===== config.mk =====
export PLATFORM = sky130hd
export DESIGN_NAME = rsi_threshold_signal_top
export DESIGN_NICKNAME = d
export VERILOG_FILES = /design/src/rtl/rsi_thr_pkg.sv /design/src/rtl/rsi_thr_ram.sv /design/src/rtl/rsi_threshold_signal_top.sv
export SDC_FILE = /design/constraint.sdc
export NUM_CORES = 2
export LEC_CHECK = 0
export BUFFER_PORTS_ARGS = -buffer_cell sky130_fd_sc_hd__buf_2
export CORE_ASPECT_RATIO = 1.25
export CORE_UTILIZATION = 52
export DETAILED_ROUTE_END_ITERATION = 16
export PLACE_DENSITY = 0.68
export SYNTH_ARGS = -nofsm -noshare
export SYNTH_HDL_FRONTEND = slang
export SYNTH_SLANG_ARGS = --single-unit

===== constraint.sdc =====
create_clock -name i_clk -period 11.6 [get_ports i_clk]
set_input_delay 0.58 -clock i_clk [delete_from_list [all_inputs] [get_ports i_clk]]
set_output_delay 0.58 -clock i_clk [all_outputs]
set_load 0.01 [all_outputs]

===== src/rtl/rsi_thr_pkg.sv =====
// rsi_thr_pkg: shared types and constants for the RSI threshold signal block.
// Used by rsi_threshold_signal_top; no dependencies.

package rsi_thr_pkg;

    // Default build parameters
    localparam int DEF_MAX_WINDOW = 64;
    localparam int DEF_PRICE_BITS = 32;

    // Field widths fixed by the interface
    localparam int IDX_W    = 15;
    localparam int QUOT_W   = 4;     // counter over IDX_W quotient bits
    localparam int WLEN_W   = 7;
    localparam int QTY_W    = 24;
    localparam int TIME_W   = 63;
    localparam int ID_W     = 32;
    localparam int PRICE_W  = 32;

    // Index scale: 25600 = (1 << 14) + (1 << 13) + (1 << 10)
    localparam logic [IDX_W-1:0] INDEX_FULL = 15'd25600;

    // Register map (word index in paddr[3:2])
    localparam logic [1:0] REG_WINDOW_LENGTH    = 2'd0;
    localparam logic [1:0] REG_OVERSOLD_LEVEL   = 2'd1;
    localparam logic [1:0] REG_OVERBOUGHT_LEVEL = 2'd2;
    localparam logic [1:0] REG_ORDER_QUANTITY   = 2'd3;

    // Register reset values
    localparam logic [WLEN_W-1:0] RST_WINDOW_LENGTH    = 7'd14;
    localparam logic [IDX_W-1:0]  RST_OVERSOLD_LEVEL   = 15'd7680;
    localparam logic [IDX_W-1:0]  RST_OVERBOUGHT_LEVEL = 15'd17920;
    localparam logic [QTY_W-1:0]  RST_ORDER_QUANTITY   = 24'd100;

    // Order action codes
    localparam logic [1:0] ACT_NONE = 2'd0;
    localparam logic [1:0] ACT_BUY  = 2'd1;
    localparam logic [1:0] ACT_SELL = 2'd2;

    // Sequencer states
    typedef enum logic [3:0] {
        S_IDLE,
        S_READ,
        S_DROP,
        S_PUSH,
        S_CHECK,
        S_DIV,
        S_DECIDE,
        S_OUT
    } t_state;

endpackage


===== src/rtl/rsi_thr_ram.sv =====
// rsi_thr_ram: generic single-write, single-read RAM with registered read data.
// No dependencies.

module rsi_thr_ram #(
    parameter int WIDTH = 33,
    parameter int DEPTH = 64
) (
    input  logic                     i_clk,
    input  logic                     i_we,
    input  logic [$clog2(DEPTH)-1:0] i_waddr,
    input  logic [WIDTH-1:0]         i_wdata,
    input  logic                     i_re,
    input  logic [$clog2(DEPTH)-1:0] i_raddr,
    output logic [WIDTH-1:0]         o_rdata
);

    logic [WIDTH-1:0] r_mem [DEPTH];
    logic [WIDTH-1:0] r_rdata;

    always_ff @(posedge i_clk) begin
        if (i_we) begin
            r_mem[i_waddr] <= i_wdata;
        end
        if (i_re) begin
            r_rdata <= r_mem[i_raddr];
        end
    end

    assign o_rdata = r_rdata;

endmodule


===== src/rtl/rsi_threshold_signal_top.sv =====
// rsi_threshold_signal_top: RSI (Cutler, windowed sums) threshold trading signal.
// Depends on rsi_thr_pkg and rsi_thr_ram.
//
// Usage:
//   s_axis carries one price bar per transaction: tdata = {bar_time, close_price}.
//   m_axis returns exactly one result per bar: tuser = {action, index_ready},
//   tdata = {order_size, order_time, order_price, order_id, index_value}.
//   An APB port sets window length, oversold/overbought levels and the order
//   quantity; write it only while no bar is in flight.
//
// Operation: a bar is taken in the idle state, then a small sequencer walks it
//   through the window RAM (read oldest, drop, push) and one shared add/sub unit
//   that also runs a restoring divider for floor(25600*G/(G+L)), one quotient
//   bit per cycle. The first bar only records its close and goes to the output;
//   a later bar first reads and drops the oldest change when the window is full,
//   then pushes its own change and, once the window is full, decides, after the
//   divider's iterations unless the loss sum is zero. The result is loaded in
//   the output state; s_axis_tready is high only in the idle state.
//   The result sits in an output register, so the next bar is accepted while
//   it waits; a stalled receiver holds the sequencer only at the hand-off.
// Reset (synchronous, active low) restores register defaults, empties the
//   window (fill count zero, so no RAM sweep is needed) and sets the order id
//   to one.

module rsi_threshold_signal_top
    import rsi_thr_pkg::*;
#(
    parameter int MAX_WINDOW = DEF_MAX_WINDOW,
    parameter int PRICE_BITS = DEF_PRICE_BITS
) (
    input  logic         i_clk,
    input  logic         i_rst_n,
    // APB configuration port
    input  logic         psel,
    input  logic         penable,
    input  logic         pwrite,
    input  logic [3:0]   paddr,
    input  logic [31:0]  pwdata,
    output logic [31:0]  prdata,
    output logic         pready,
    // Bar input: [31:0] close_price, [94:32] bar_time, [95] zero
    input  logic         s_axis_tvalid,
    output logic         s_axis_tready,
    input  logic [95:0]  s_axis_tdata,
    // Result: [14:0] index_value, [46:15] order_id, [78:47] order_price,
    //         [141:79] order_time, [165:142] order_size, [167:166] zero
    output logic         m_axis_tvalid,
    input  logic         m_axis_tready,
    output logic [167:0] m_axis_tdata,
    // Result kind: [0] index_ready, [2:1] action
    output logic [2:0]   m_axis_tuser
);

    // Price bits actually used; the port is 32 bits wide
    localparam int PW     = (PRICE_BITS < PRICE_W) ? PRICE_BITS : PRICE_W;
    localparam int CHG_W  = PW + 1;                       // signed change
    localparam int AW     = $clog2(MAX_WINDOW);           // window address
    localparam int FILL_W = $clog2(MAX_WINDOW + 1);       // fill count
    localparam int CW     = (FILL_W > WLEN_W) ? FILL_W : WLEN_W;
    localparam int SUM_W  = PW + $clog2(MAX_WINDOW);      // gain/loss sums
    localparam int DW     = SUM_W + IDX_W;                // 25600 * G

    // ------------------------------------------------------------------
    // Configuration registers
    // ------------------------------------------------------------------
    logic [WLEN_W-1:0] r_window_length;
    logic [IDX_W-1:0]  r_oversold_level;
    logic [IDX_W-1:0]  r_overbought_level;
    logic [QTY_W-1:0]  r_order_quantity;
    logic              cfg_wr;

    assign pready = 1'b1;
    assign cfg_wr = psel && penable && pwrite;

    always_ff @(posedge i_clk) begin
        if (!i_rst_n) begin
            r_window_length    <= RST_WINDOW_LENGTH;
            r_oversold_level   <= RST_OVERSOLD_LEVEL;
            r_overbought_level <= RST_OVERBOUGHT_LEVEL;
            r_order_quantity   <= RST_ORDER_QUANTITY;
        end else if (cfg_wr) begin
            case (paddr[3:2])
                REG_WINDOW_LENGTH:    r_window_length    <= pwdata[WLEN_W-1:0];
                REG_OVERSOLD_LEVEL:   r_oversold_level   <= pwdata[IDX_W-1:0];
                REG_OVERBOUGHT_LEVEL: r_overbought_level <= pwdata[IDX_W-1:0];
                REG_ORDER_QUANTITY:   r_order_quantity   <= pwdata[QTY_W-1:0];
                default: ;
            endcase
        end
    end

    always_comb begin
        case (paddr[3:2])
            REG_WINDOW_LENGTH:    prdata = 32'(r_window_length);
            REG_OVERSOLD_LEVEL:   prdata = 32'(r_oversold_level);
            REG_OVERBOUGHT_LEVEL: prdata = 32'(r_overbought_level);
            REG_ORDER_QUANTITY:   prdata = 32'(r_order_quantity);
            default:              prdata = '0;
        endcase
    end

    // ------------------------------------------------------------------
    // Block state
    // ------------------------------------------------------------------
    t_state             r_state;
    t_state             n_state;

    logic [PW-1:0]      r_last_close;
    logic               r_have_last;
    logic [AW-1:0]      r_head;
    logic [FILL_W-1:0]  r_fill;
    logic [SUM_W-1:0]   r_gain;
    logic [SUM_W-1:0]   r_loss;
    logic               r_holding;
    logic [ID_W-1:0]    r_next_id;

    // Current bar
    logic [PW-1:0]      r_price;
    logic [TIME_W-1:0]  r_time;
    logic [CHG_W-1:0]   r_chg;

    // Divider
    logic [SUM_W-1:0]   r_rem;
    logic [SUM_W-1:0]   r_div;
    logic [IDX_W-1:0]   r_low;
    logic [IDX_W-1:0]   r_quot;
    logic [QUOT_W-1:0]  r_cnt;

    // Pending result
    logic               r_rdy;
    logic [1:0]         r_act;
    logic [ID_W-1:0]    r_ord_id;

    // Output register
    logic               r_o_valid;
    logic               r_o_index_ready;
    logic [IDX_W-1:0]   r_o_index;
    logic [1:0]         r_o_action;
    logic [ID_W-1:0]    r_o_id;
    logic [PRICE_W-1:0] r_o_price;
    logic [TIME_W-1:0]  r_o_time;
    logic [QTY_W-1:0]   r_o_size;

    // ------------------------------------------------------------------
    // Window bookkeeping
    // ------------------------------------------------------------------
    logic [CW-1:0]      wl_ext;
    logic [CW-1:0]      eff_len;
    logic               need_drop;
    logic               window_short;
    logic [FILL_W:0]    head_ext;
    logic [FILL_W:0]    pos_full;
    logic [AW-1:0]      old_pos;
    logic [AW-1:0]      head_inc;

    // Length 0 acts as 1, above the store depth acts as the depth
    always_comb begin
        wl_ext = CW'(r_window_length);
        if (wl_ext == '0) begin
            eff_len = CW'(1);
        end else if (wl_ext > CW'(MAX_WINDOW)) begin
            eff_len = CW'(MAX_WINDOW);
        end else begin
            eff_len = wl_ext;
        end
    end

    assign need_drop    = CW'(r_fill) >= eff_len;
    assign window_short = CW'(r_fill) < eff_len;

    // Oldest entry: (head - fill) mod MAX_WINDOW
    always_comb begin
        head_ext = (FILL_W + 1)'(r_head);
        if (head_ext >= (FILL_W + 1)'(r_fill)) begin
            pos_full = head_ext - (FILL_W + 1)'(r_fill);
        end else begin
            pos_full = head_ext + (FILL_W + 1)'(MAX_WINDOW) - (FILL_W + 1)'(r_fill);
        end
    end

    assign old_pos  = pos_full[AW-1:0];
    assign head_inc = (r_head == AW'(MAX_WINDOW - 1)) ? '0 : r_head + 1'b1;

    // ------------------------------------------------------------------
    // Window RAM
    // ------------------------------------------------------------------
    logic               ram_we;
    logic               ram_re;
    logic [CHG_W-1:0]   ram_rdata;

    rsi_thr_ram #(
        .WIDTH (CHG_W),
        .DEPTH (MAX_WINDOW)
    ) u_window (
        .i_clk   (i_clk),
        .i_we    (ram_we),
        .i_waddr (r_head),
        .i_wdata (r_chg),
        .i_re    (ram_re),
        .i_raddr (old_pos),
        .o_rdata (ram_rdata)
    );

    // Change magnitudes (a change never reaches -2^PW)
    logic [CHG_W-1:0]   old_neg;
    logic [PW-1:0]      old_mag;
    logic               old_gain;
    logic [CHG_W-1:0]   new_neg;
    logic [PW-1:0]      new_mag;
    logic               new_gain;

    assign old_neg  = '0 - ram_rdata;
    assign old_mag  = ram_rdata[CHG_W-1] ? old_neg[PW-1:0] : ram_rdata[PW-1:0];
    assign old_gain = !ram_rdata[CHG_W-1] && (ram_rdata != '0);
    assign new_neg  = '0 - r_chg;
    assign new_mag  = r_chg[CHG_W-1] ? new_neg[PW-1:0] : r_chg[PW-1:0];
    assign new_gain = !r_chg[CHG_W-1] && (r_chg != '0);

    // ------------------------------------------------------------------
    // Shared add/subtract unit: window sums, G+L and divider steps
    // ------------------------------------------------------------------
    logic [SUM_W:0]     au_a;
    logic [SUM_W:0]     au_b;
    logic               au_sub;
    logic [SUM_W+1:0]   au_y;
    logic               au_borrow;

    assign au_y      = au_sub ? ({1'b0, au_a} - {1'b0, au_b})
                              : ({1'b0, au_a} + {1'b0, au_b});
    assign au_borrow = au_y[SUM_W+1];

    // Scaled dividend 25600 * G by shifts and adds
    logic [DW-1:0]      gain_ext;
    logic [DW-1:0]      dividend;

    assign gain_ext = DW'(r_gain);
    assign dividend = (gain_ext << 14) + (gain_ext << 13) + (gain_ext << 10);

    // ------------------------------------------------------------------
    // Sequencer: next state
    // ------------------------------------------------------------------
    logic out_free;
    assign out_free = !r_o_valid || m_axis_tready;

    always_comb begin
        n_state = r_state;
        case (r_state)
            S_IDLE: begin
                if (s_axis_tvalid) begin
                    if (!r_have_last) begin
                        n_state = S_OUT;
                    end else if (need_drop) begin
                        n_state = S_READ;
                    end else begin
                        n_state = S_PUSH;
                    end
                end
            end
            S_READ:  n_state = S_DROP;
            S_DROP:  n_state = S_PUSH;
            S_PUSH:  n_state = S_CHECK;
            S_CHECK: begin
                if (window_short) begin
                    n_state = S_OUT;
                end else if (r_loss == '0) begin
                    n_state = S_DECIDE;
                end else begin
                    n_state = S_DIV;
                end
            end
            S_DIV: begin
                if (r_cnt == QUOT_W'(IDX_W - 1)) begin
                    n_state = S_DECIDE;
                end
            end
            S_DECIDE: n_state = S_OUT;
            S_OUT: begin
                if (out_free) begin
                    n_state = S_IDLE;
                end
            end
            default: n_state = S_IDLE;
        endcase
    end

    // ------------------------------------------------------------------
    // Sequencer: outputs to RAM and arithmetic unit
    // ------------------------------------------------------------------
    always_comb begin
        s_axis_tready = 1'b0;
        ram_we        = 1'b0;
        ram_re        = 1'b0;
        au_a          = '0;
        au_b          = '0;
        au_sub        = 1'b0;
        case (r_state)
            S_IDLE: s_axis_tready = 1'b1;
            S_READ: ram_re = 1'b1;
            S_DROP: begin
                au_a   = {1'b0, old_gain ? r_gain : r_loss};
                au_b   = (SUM_W + 1)'(old_mag);
                au_sub = 1'b1;
            end
            S_PUSH: begin
                ram_we = 1'b1;
                au_a   = {1'b0, new_gain ? r_gain : r_loss};
                au_b   = (SUM_W + 1)'(new_mag);
            end
            S_CHECK: begin
                au_a = {1'b0, r_gain};
                au_b = {1'b0, r_loss};
            end
            S_DIV: begin
                au_a   = {r_rem, r_low[IDX_W-1]};
                au_b   = {1'b0, r_div};
                au_sub = 1'b1;
            end
            default: ;
        endcase
    end

    // ------------------------------------------------------------------
    // Datapath registers
    // ------------------------------------------------------------------
    always_ff @(posedge i_clk) begin
        if (!i_rst_n) begin
            r_state      <= S_IDLE;
            r_last_close <= '0;
            r_have_last  <= 1'b0;
            r_head       <= '0;
            r_fill       <= '0;
            r_gain       <= '0;
            r_loss       <= '0;
            r_holding    <= 1'b0;
            r_next_id    <= ID_W'(1);
            r_cnt        <= '0;
            r_rdy        <= 1'b0;
            r_act        <= ACT_NONE;
        end else begin
            r_state <= n_state;
            case (r_state)
                S_IDLE: begin
                    if (s_axis_tvalid) begin
                        r_price <= s_axis_tdata[PW-1:0];
                        r_time  <= s_axis_tdata[PRICE_W +: TIME_W];
                        r_chg   <= {1'b0, s_axis_tdata[PW-1:0]} - {1'b0, r_last_close};
                        r_rdy   <= 1'b0;
                        r_act   <= ACT_NONE;
                        if (!r_have_last) begin
                            // first bar only records the close
                            r_last_close <= s_axis_tdata[PW-1:0];
                            r_have_last  <= 1'b1;
                        end
                    end
                end
                S_DROP: begin
                    if (old_gain) begin
                        r_gain <= au_y[SUM_W-1:0];
                    end else begin
                        r_loss <= au_y[SUM_W-1:0];
                    end
                    r_fill <= r_fill - 1'b1;
                end
                S_PUSH: begin
                    if (new_gain) begin
                        r_gain <= au_y[SUM_W-1:0];
                    end else begin
                        r_loss <= au_y[SUM_W-1:0];
                    end
                    r_head       <= head_inc;
                    r_fill       <= r_fill + 1'b1;
                    r_last_close <= r_price;
                end
                S_CHECK: begin
                    r_div  <= au_y[SUM_W-1:0];
                    r_rem  <= dividend[DW-1:IDX_W];
                    r_low  <= dividend[IDX_W-1:0];
                    r_cnt  <= '0;
                    r_quot <= INDEX_FULL;
                end
                S_DIV: begin
                    if (!au_borrow) begin
                        r_rem  <= au_y[SUM_W-1:0];
                        r_quot <= {r_quot[IDX_W-2:0], 1'b1};
                    end else begin
                        r_rem  <= au_a[SUM_W-1:0];
                        r_quot <= {r_quot[IDX_W-2:0], 1'b0};
                    end
                    r_low <= {r_low[IDX_W-2:0], 1'b0};
                    r_cnt <= r_cnt + 1'b1;
                end
                S_DECIDE: begin
                    r_rdy <= 1'b1;
                    if ((r_quot < r_oversold_level) && !r_holding) begin
                        r_act     <= ACT_BUY;
                        r_holding <= 1'b1;
                        r_ord_id  <= r_next_id;
                        r_next_id <= r_next_id + 1'b1;
                    end else if ((r_quot > r_overbought_level) && r_holding) begin
                        r_act     <= ACT_SELL;
                        r_holding <= 1'b0;
                        r_ord_id  <= r_next_id;
                        r_next_id <= r_next_id + 1'b1;
                    end
                end
                default: ;
            endcase
        end
    end

    // ------------------------------------------------------------------
    // Output register
    // ------------------------------------------------------------------
    logic out_load;
    assign out_load = (r_state == S_OUT) && out_free;

    always_ff @(posedge i_clk) begin
        if (!i_rst_n) begin
            r_o_valid <= 1'b0;
        end else if (out_load) begin
            r_o_valid <= 1'b1;
        end else if (m_axis_tready) begin
            r_o_valid <= 1'b0;
        end
    end

    always_ff @(posedge i_clk) begin
        if (out_load) begin
            r_o_index_ready <= r_rdy;
            r_o_index       <= r_rdy ? r_quot : '0;
            r_o_action      <= r_act;
            if (r_act != ACT_NONE) begin
                r_o_id    <= r_ord_id;
                r_o_price <= PRICE_W'(r_price);
                r_o_time  <= r_time;
                r_o_size  <= r_order_quantity;
            end else begin
                r_o_id    <= '0;
                r_o_price <= '0;
                r_o_time  <= '0;
                r_o_size  <= '0;
            end
        end
    end

    assign m_axis_tvalid = r_o_valid;
    assign m_axis_tdata  = {2'b00, r_o_size, r_o_time, r_o_price, r_o_id, r_o_index};
    assign m_axis_tuser  = {r_o_action, r_o_index_ready};

endmodule

=== Word-level counts from Yosys, hierarchy flattened ===
Memory sizes are Yosys's and may differ from the RTL's. A register that Yosys moved wholly into a read port is not among the register bits.
Index checks and enable logic that the tools add are counted.

* Register bits: 663
* Latch bits: 0
* Bits in writable memories: 2112
* Bits in read-only memories: 0
* Input port bits: 139
* Output and inout bits: 206
* Word-level logic and storage cells: 173
* Memories: 1

* $add $sub $neg: 15
* Multiply operators: 0
* Div/mod/pow operators: 0
* Magnitude comparators: 6
* Equality and inequality tests: 21
* Shift-type cells: 0
* Mux-type cells: 56
* Bitwise gates (word level): 0
* Reductions and logical operators: 42

{| class="wikitable"
|+ Memories
! memory !! depth !! bits a word !! read ports !! clocked after memory_dff !! wr ports !! RTL line !! source
|-
| u_window.r_mem || 64 || 33 || 1 || 1 || 1 || rsi_thr_ram.sv:17 || <nowiki>logic [WIDTH-1:0] r_mem [DEPTH];</nowiki>
|}

{| class="wikitable"
|+ Operator list
! operator !! count
|-
| 2-to-1 mux 38 bit || 7
|-
| 2-to-1 mux 32 bit || 8
|-
| case mux 38 bit (2 select lines) || 3
|-
| case mux 39 bit (4 select lines) || 1
|-
| case mux 38 bit (4 select lines) || 1
|-
| case mux 32 bit (4 select lines) || 1
|-
| nonzero test 33 bit || 2
|-
| case mux 32 bit (2 select lines) || 1
|-
| subtractor 1 x 32 -> 32 bit, first input constant || 2
|-
| case mux 15 bit (2 select lines) || 2
|-
| adder 52 x 51 -> 53 bit || 1
|-
| adder 53 x 48 -> 53 bit || 1
|-
| adder 39 x 39 -> 40 bit || 1
|-
| 2-to-1 mux 40 bit || 1
|-
| subtractor 39 x 39 -> 40 bit || 1
|-
| zero test 38 bit || 1
|-
| subtractor 32 x 32 -> 33 bit || 1
|-
| adder 32 x 1 -> 32 bit, second input constant || 1
|-
| case mux 4 bit (8 select lines) || 1
|-
| AND reduction 3 bit || 7
|-
| AND reduction 2 bit || 9
|-
| == test 4 x 3 -> 1 bit, second input constant || 4
|-
| inequality test 2 bit, second input constant || 8
|-
| greater-than comparator 15 bit || 1
|-
| 35 further kinds || 74
|}

=== Logic depth before layout (Yosys ltp) ===
* Word-level depth: 8
* Depth in mapped cells: 26
* Mapped depth without buffers: 24

=== Modules after synthesis ===
From an unflattened synthesis, not the netlist that was laid out.

* Cell total of the unflattened synthesis: 6948
* Area, all modules: 117456.4 um^2

{| class="wikitable"
|+ By module, submodules not included
! module !! times used !! cells each !! area each (um^2) !! sequential area each (um^2)
|-
| rsi_thr_ram || 1 || 3414 || 81259.2 || 64411.8
|-
| rsi_threshold_signal_top || 1 || 3534 || 36197.2 || 17306.6
|}

=== Least setup slack after synthesis ===
Ideal clock, no wire load.

* Kind: reg2reg
* Start: register r_state[0]
* End: register r_o_action[0], enable pin
* Setup time: 0.702 ns
* Data arrival time: 9.548 ns
* Data required time: 10.898 ns
* Setup slack: 1.350 ns
* Cell stages (with the launch flop): 9
* Buffers on the path: 6
* Clock period less this slack: 10.250 ns
* Cells stage by stage: dfxtp_1 clkbuf_1 buf_2 buf_1 buf_1 clkbuf_1 clkbuf_1 nand3_1 nor2_1

* Cells in the longest elaborated chain, start to end: 2

{| class="wikitable"
|+ Ends and longest elaborated chain
! item !! RTL line !! source
|-
| start, declared || rsi_threshold_signal_top.sv:105 || <nowiki>t_state r_state;</nowiki>
|-
| start signal, assigned || rsi_threshold_signal_top.sv:340 || <nowiki>r_state <= n_state;</nowiki>
|-
| == test 4 x 3 -> 1 bit || rsi_threshold_signal_top.sv:415 || <nowiki>assign out_load = (r_state == S_OUT) && out_free;</nowiki>
|-
| logical AND 1 bit || rsi_threshold_signal_top.sv:415 ||
|-
| via out_load || rsi_threshold_signal_top.sv:414 || <nowiki>logic out_load;</nowiki>
|-
| end signal, assigned || rsi_threshold_signal_top.sv:431 || <nowiki>r_o_action <= r_act;</nowiki>
|-
| end, declared || rsi_threshold_signal_top.sv:138 || <nowiki>logic [1:0] r_o_action;</nowiki>
|}

The timed path passes the listed nets, and every way through them passes these cells.
A chain may end at the register's enable or synchronous reset.

=== Final worst setup path ===
* Start: register r_chg[6]
* End: register r_rem[36] (data pin)

* Cells in the longest elaborated chain, start to end: 8
* Elaborated cells between the ends (all ways): 12
* Those cells by class: 3 x add/sub; 7 x mux; 2 x reduce/logical

{| class="wikitable"
|+ Ends and longest elaborated chain
! item !! RTL line !! source
|-
| start, declared || rsi_threshold_signal_top.sv:120 || <nowiki>logic [CHG_W-1:0] r_chg;</nowiki>
|-
| start signal, assigned || rsi_threshold_signal_top.sv:346 || <nowiki>r_chg <= {1'b0, s_axis_tdata[PW-1:0]} - {1'b0, r_last_close};</nowiki>
|-
| parallel branches: the longest is 5 deep, another holds adder 39 x 39 -> 40 bit || n/a ||
|-
| 2-to-1 mux 40 bit * || rsi_threshold_signal_top.sv:228 || <nowiki>assign au_y = au_sub ? ({1'b0, au_a} - {1'b0, au_b})</nowiki>
|-
| via au_y[36] || rsi_threshold_signal_top.sv:225 || <nowiki>logic [SUM_W+1:0] au_y;</nowiki>
|-
| 2-to-1 mux 38 bit * || rsi_threshold_signal_top.sv:382 || <nowiki>if (!au_borrow) begin</nowiki>
|-
| case mux 38 bit (2 select lines) * || rsi_threshold_signal_top.sv:341 || <nowiki>case (r_state)</nowiki>
|-
| end signal, assigned || rsi_threshold_signal_top.sv:376 || <nowiki>r_rem <= dividend[DW-1:IDX_W];</nowiki>
|-
| end signal, assigned || rsi_threshold_signal_top.sv:383 || <nowiki>r_rem <= au_y[SUM_W-1:0];</nowiki>
|-
| end signal, assigned || rsi_threshold_signal_top.sv:386 || <nowiki>r_rem <= au_a[SUM_W-1:0];</nowiki>
|-
| end, declared || rsi_threshold_signal_top.sv:123 || <nowiki>logic [SUM_W-1:0] r_rem;</nowiki>
|}

Mark *: on every way through the listed nets, which the timed path passes.

==> summary.txt <==
GRT Overall Usage -> 26.3%
Kind of end point of the critical path -> register
Share of the clock period used by the worst path after layout -> 68.6%
Number of buffers inserted by port buffering -> 322
Standard cell core area -> 224,000 um2
Fmax -> 126 MHz
Worst slew margin relative to its limit -> 23.8%
Worst-case vdd ir drop -> 361 uV
Post-Route WL -> 300 mm
Leakage power -> 43.6 nW
Max_cap viols -> 0
Cell count of the worst hold path -> 4
CTS buffer count -> 272
Simple-gate share of the synthesized area -> 5.71%
Complex-gate fraction of the synthesized area -> 4.86%
XOR/XNOR share of the synthesized area -> 1.42%
Type of the setup path with the least slack -> reg -> reg
Kind of start point of the critical path -> register
Layout Skew -> 0.0491 ns
DRC violation count after routing -> 0
Drt wl/cell -> 28.7 um
Average size of a mapped cell -> 17.3 um2
Hold Vio Cnt, Final -> 0
Maximum number of pins on one net before global-route repair -> 137
Initial Utilization -> 52.3%
Number of instances in the synthesized netlist -> 6,749
Buffers inserted by post-CTS timing repair -> 0
Number of rows created at floorplan -> 194
Placer Congestion -> 0.890
Worst path arrival time -> 8.57 ns
Latest clock arrival within the worst-skew pair -> 0.86 ns
Adder and majority cell fraction of the synthesized area -> 2.44%
Die span in y -> 532 um
Largest driver fanout on the critical path -> 70
CTS Root Cell -> clkbuf_16
Total of flip-flops plus latches after synthesis -> 2,797
Unrepaired setup endpoints after global routing -> false
Count of unique library cells instantiated by Yosys -> 91
Seq/Total Area, Yosys -> 69.9%
Clock transition at the registers of the reported paths -> 0.06 ns
Number of enable flip-flop cells after synthesis -> 2,570
Detailed Routing Iterations Pass 1 -> 5
Asr flop ratio synth -> 0%
First-pass GRT wire length -> 434 mm
Number of global-route vias before repair -> 64,883
Number of top-level design ports -> 345
Ratio of routed vias to standard cells -> 6.21
Least-Margin Pin Slew -> 1.14 ns
Vias post-DR -> 64,785
Share of cell area taken by muxes after synthesis -> 14.0%
Syn Std Cell Area -> 117,000 um2
HPWL after detailed placement -> 172 mm
Sinks on the clock net -> 2,797
Area contributors post-synth -> edfxtp_1 66%, mux4_2 13%, dfxtp_1 3.9%
Post-Route Setup TNS -> 0 ns
Clock tree from TritonCTS -> yes
Minimum clock period after layout -> 7.96 ns
First-iteration detailed-routing DRC count -> 6,982
Endpoint required time on the critical path -> 12.21 ns
Dominant register cell in the synthesized netlist -> edfxtp_1
Number of synthesis warnings -> 0
Status -> finished clean
Number of cells traversed by the worst register-to-register path -> 22
Post-detailed-route count of antenna-violating nets -> 0
Worst min path class -> in -> reg
Die Wd -> 426 um
Cell type with the highest aggregate area in the netlist -> edfxtp_1
Die area -> 227,000 um2
Number of pins with negative max-slew slack in the final report -> 0
Area growth from synthesis to layout -> 13.4%
Fraction of layout instances using a drive strength above 1 -> 22.4%
Pwr dens -> 262 nW/um2
Deepest level of the CTS H-tree -> 5
Number of nets at the end of the flow -> 7,622
Sum of overflow across all layers after global routing -> 0
Setup violation total in the final timing report -> 0
Maximum buffer depth of the clock tree -> 4
Main combinational cell family by area after synthesis -> multiplexers
Initial antenna violation count -> 19
Post-layout util -> 59.3%
Synth top area share -> 66.0%
[cell families (layout without fill, tap and decap cells)]
logic type                 Yosys count  after routing
DFF                               2797           2797
and+or+nand+nor                   1374           1374
other                                2             28
muxes                              799            799
buffers and inverters              512           1232
xor gates and xnor gates           189            189
adders and majority gates          205            205
AOI/OAI and AO/OA                  871            871
[power by group]
group / leakage [nW] / internal [mW] / switching [mW]
combinational: 14.5 / 5.57 / 8.38
clock: 4.13 / 4.86 / 3.73
sequential: 25.0 / 11.9 / 0.337
total: 43.6 / 22.3 / 12.4
[worst max-delay path, cell delays in order (launching register included)]
cell,delay [ns]
edfxtp_1,0.36
buf_4,0.35
or4_1,0.84
nor4_2,0.51
nor3_1,0.08
o21ai_0,0.31
o221ai_1,0.23
or4b_1,0.65
or2_2,0.34
nor2_1,0.40
a21oi_1,0.15
xnor2_1,0.18
ha_1,0.42
nand3_1,0.23
nor4_1,0.47
o211ai_1,0.22
nand3_1,0.25
a32oi_1,0.18
o311ai_0,0.67
nand2_1,0.17
o211ai_1,0.25
xor2_1,0.11
a221o_1,0.33
[cell type report]
type / count / area [um2]
clock inverter: 140 / 1280
tap: 2940 / 3680
sequential: 2797 / 81700
antenna: 17 / 42.5
multi-input combinational: 3449 / 33900
fill: 16197 / 91000
timing repair buffer: 609 / 4180
clock buffer: 334 / 7200
inverter: 149 / 564
[stage by stage]
step / setup WS [ns] / hold WS [ns] / power [mW] / cell area, um2 / std cells
3_3_place_gp: 3.92 / 0.435 / 26.2 / 123000 / 9824
2_1_floorplan: 1.35 / 0.422 / 21.5 / 117000 / 6758
4_1_cts: 3.74 / 0.0588 / 35.0 / 133000 / 10418
5_1_grt: 3.33 / 0.108 / 36.1 / 133000 / 10432
6_report: 3.64 / 0.126 / 34.8 / 133000 / 10435
3_5_place_dp: 3.75 / 0.442 / 26.4 / 123000 / 9824
[final timing paths]
check	slack, ns	to	start
max reg2reg	3.64	r_rem[36]$_DFFE_PP_	r_chg[6]$_DFFE_PP_
min	0.13	m_axis_tvalid$_SDFFE_PN0P_	m_axis_tready
min reg2reg	0.46	r_overbought_level[13]$_SDFFE_PN0P_	r_overbought_level[13]$_SDFFE_PN0P_
max	3.64	r_rem[36]$_DFFE_PP_	r_chg[6]$_DFFE_PP_
[flip-flops by register name (all words and copies together), names as in the netlist, 33 cells and up]
register / flops
r_time: 63
r_loss: 38
r_div: 38
u_window.o_rdata: 33
r_rem: 38
r_chg: 33
r_gain: 38
u_window.r_mem: 2112
r_o_time: 63
[placed cells by master (no fill, tap or decap), drive strengths merged, types with 14 or more instances in the layout]
master,instances
clkbuf,334
nor2,303
fa,39
buf,489
mux2i,123
nand2,502
a211oi,51
o31ai,39
nand2b,26
inv,160
a21oi,314
a22oi,37
xor2,76
dfxtp,227
xnor2,113
or2,23
o21bai,14
bufinv,19
o211ai,21
clkinv,102
or4,16
nor4,35
a31oi,31
diode,17
nor3,50
o21ai,113
and3,34
and2,29
dlygate4sd3,120
edfxtp,2570
mux4,667
o21a,26
nand3,47
a21o,64
a311oi,36
nor2b,208
ha,166
or3,40
nand4,26
[routing by layer]
layer	routed length, um	part of all wire (%)	track usage (%)	up-vias
met2	150000	50	44.0	2799
met3	22900	7.6	4.23	547
met5	16	0.0053	0	-
met1	112000	37	33.9	33606
met4	14400	4.8	11.6	2
li1	-	-	-	27831
[cell usage after synthesis, types with 36 or more instances]
cell,instances
ha_1,166
o21ai_0,107
nor3_1,50
a21o_1,64
edfxtp_1,2570
a311oi_1,36
nor2b_1,208
nand2_1,502
a21oi_1,314
mux4_2,667
nand3_1,47
a211oi_1,50
clkbuf_1,277
a22oi_1,37
xnor2_1,113
dfxtp_1,227
mux2i_1,123
nor2_1,303
fa_1,39
or3_1,39
buf_1,71
xor2_1,76
inv_1,148
[what timing repair did]
action / in CTS / in global routing
resized for setup: 0 / 0
hold endpoints to repair: 181 / 0
hold buffers: 120 / 0
Power figures use the tool's default switching activity.
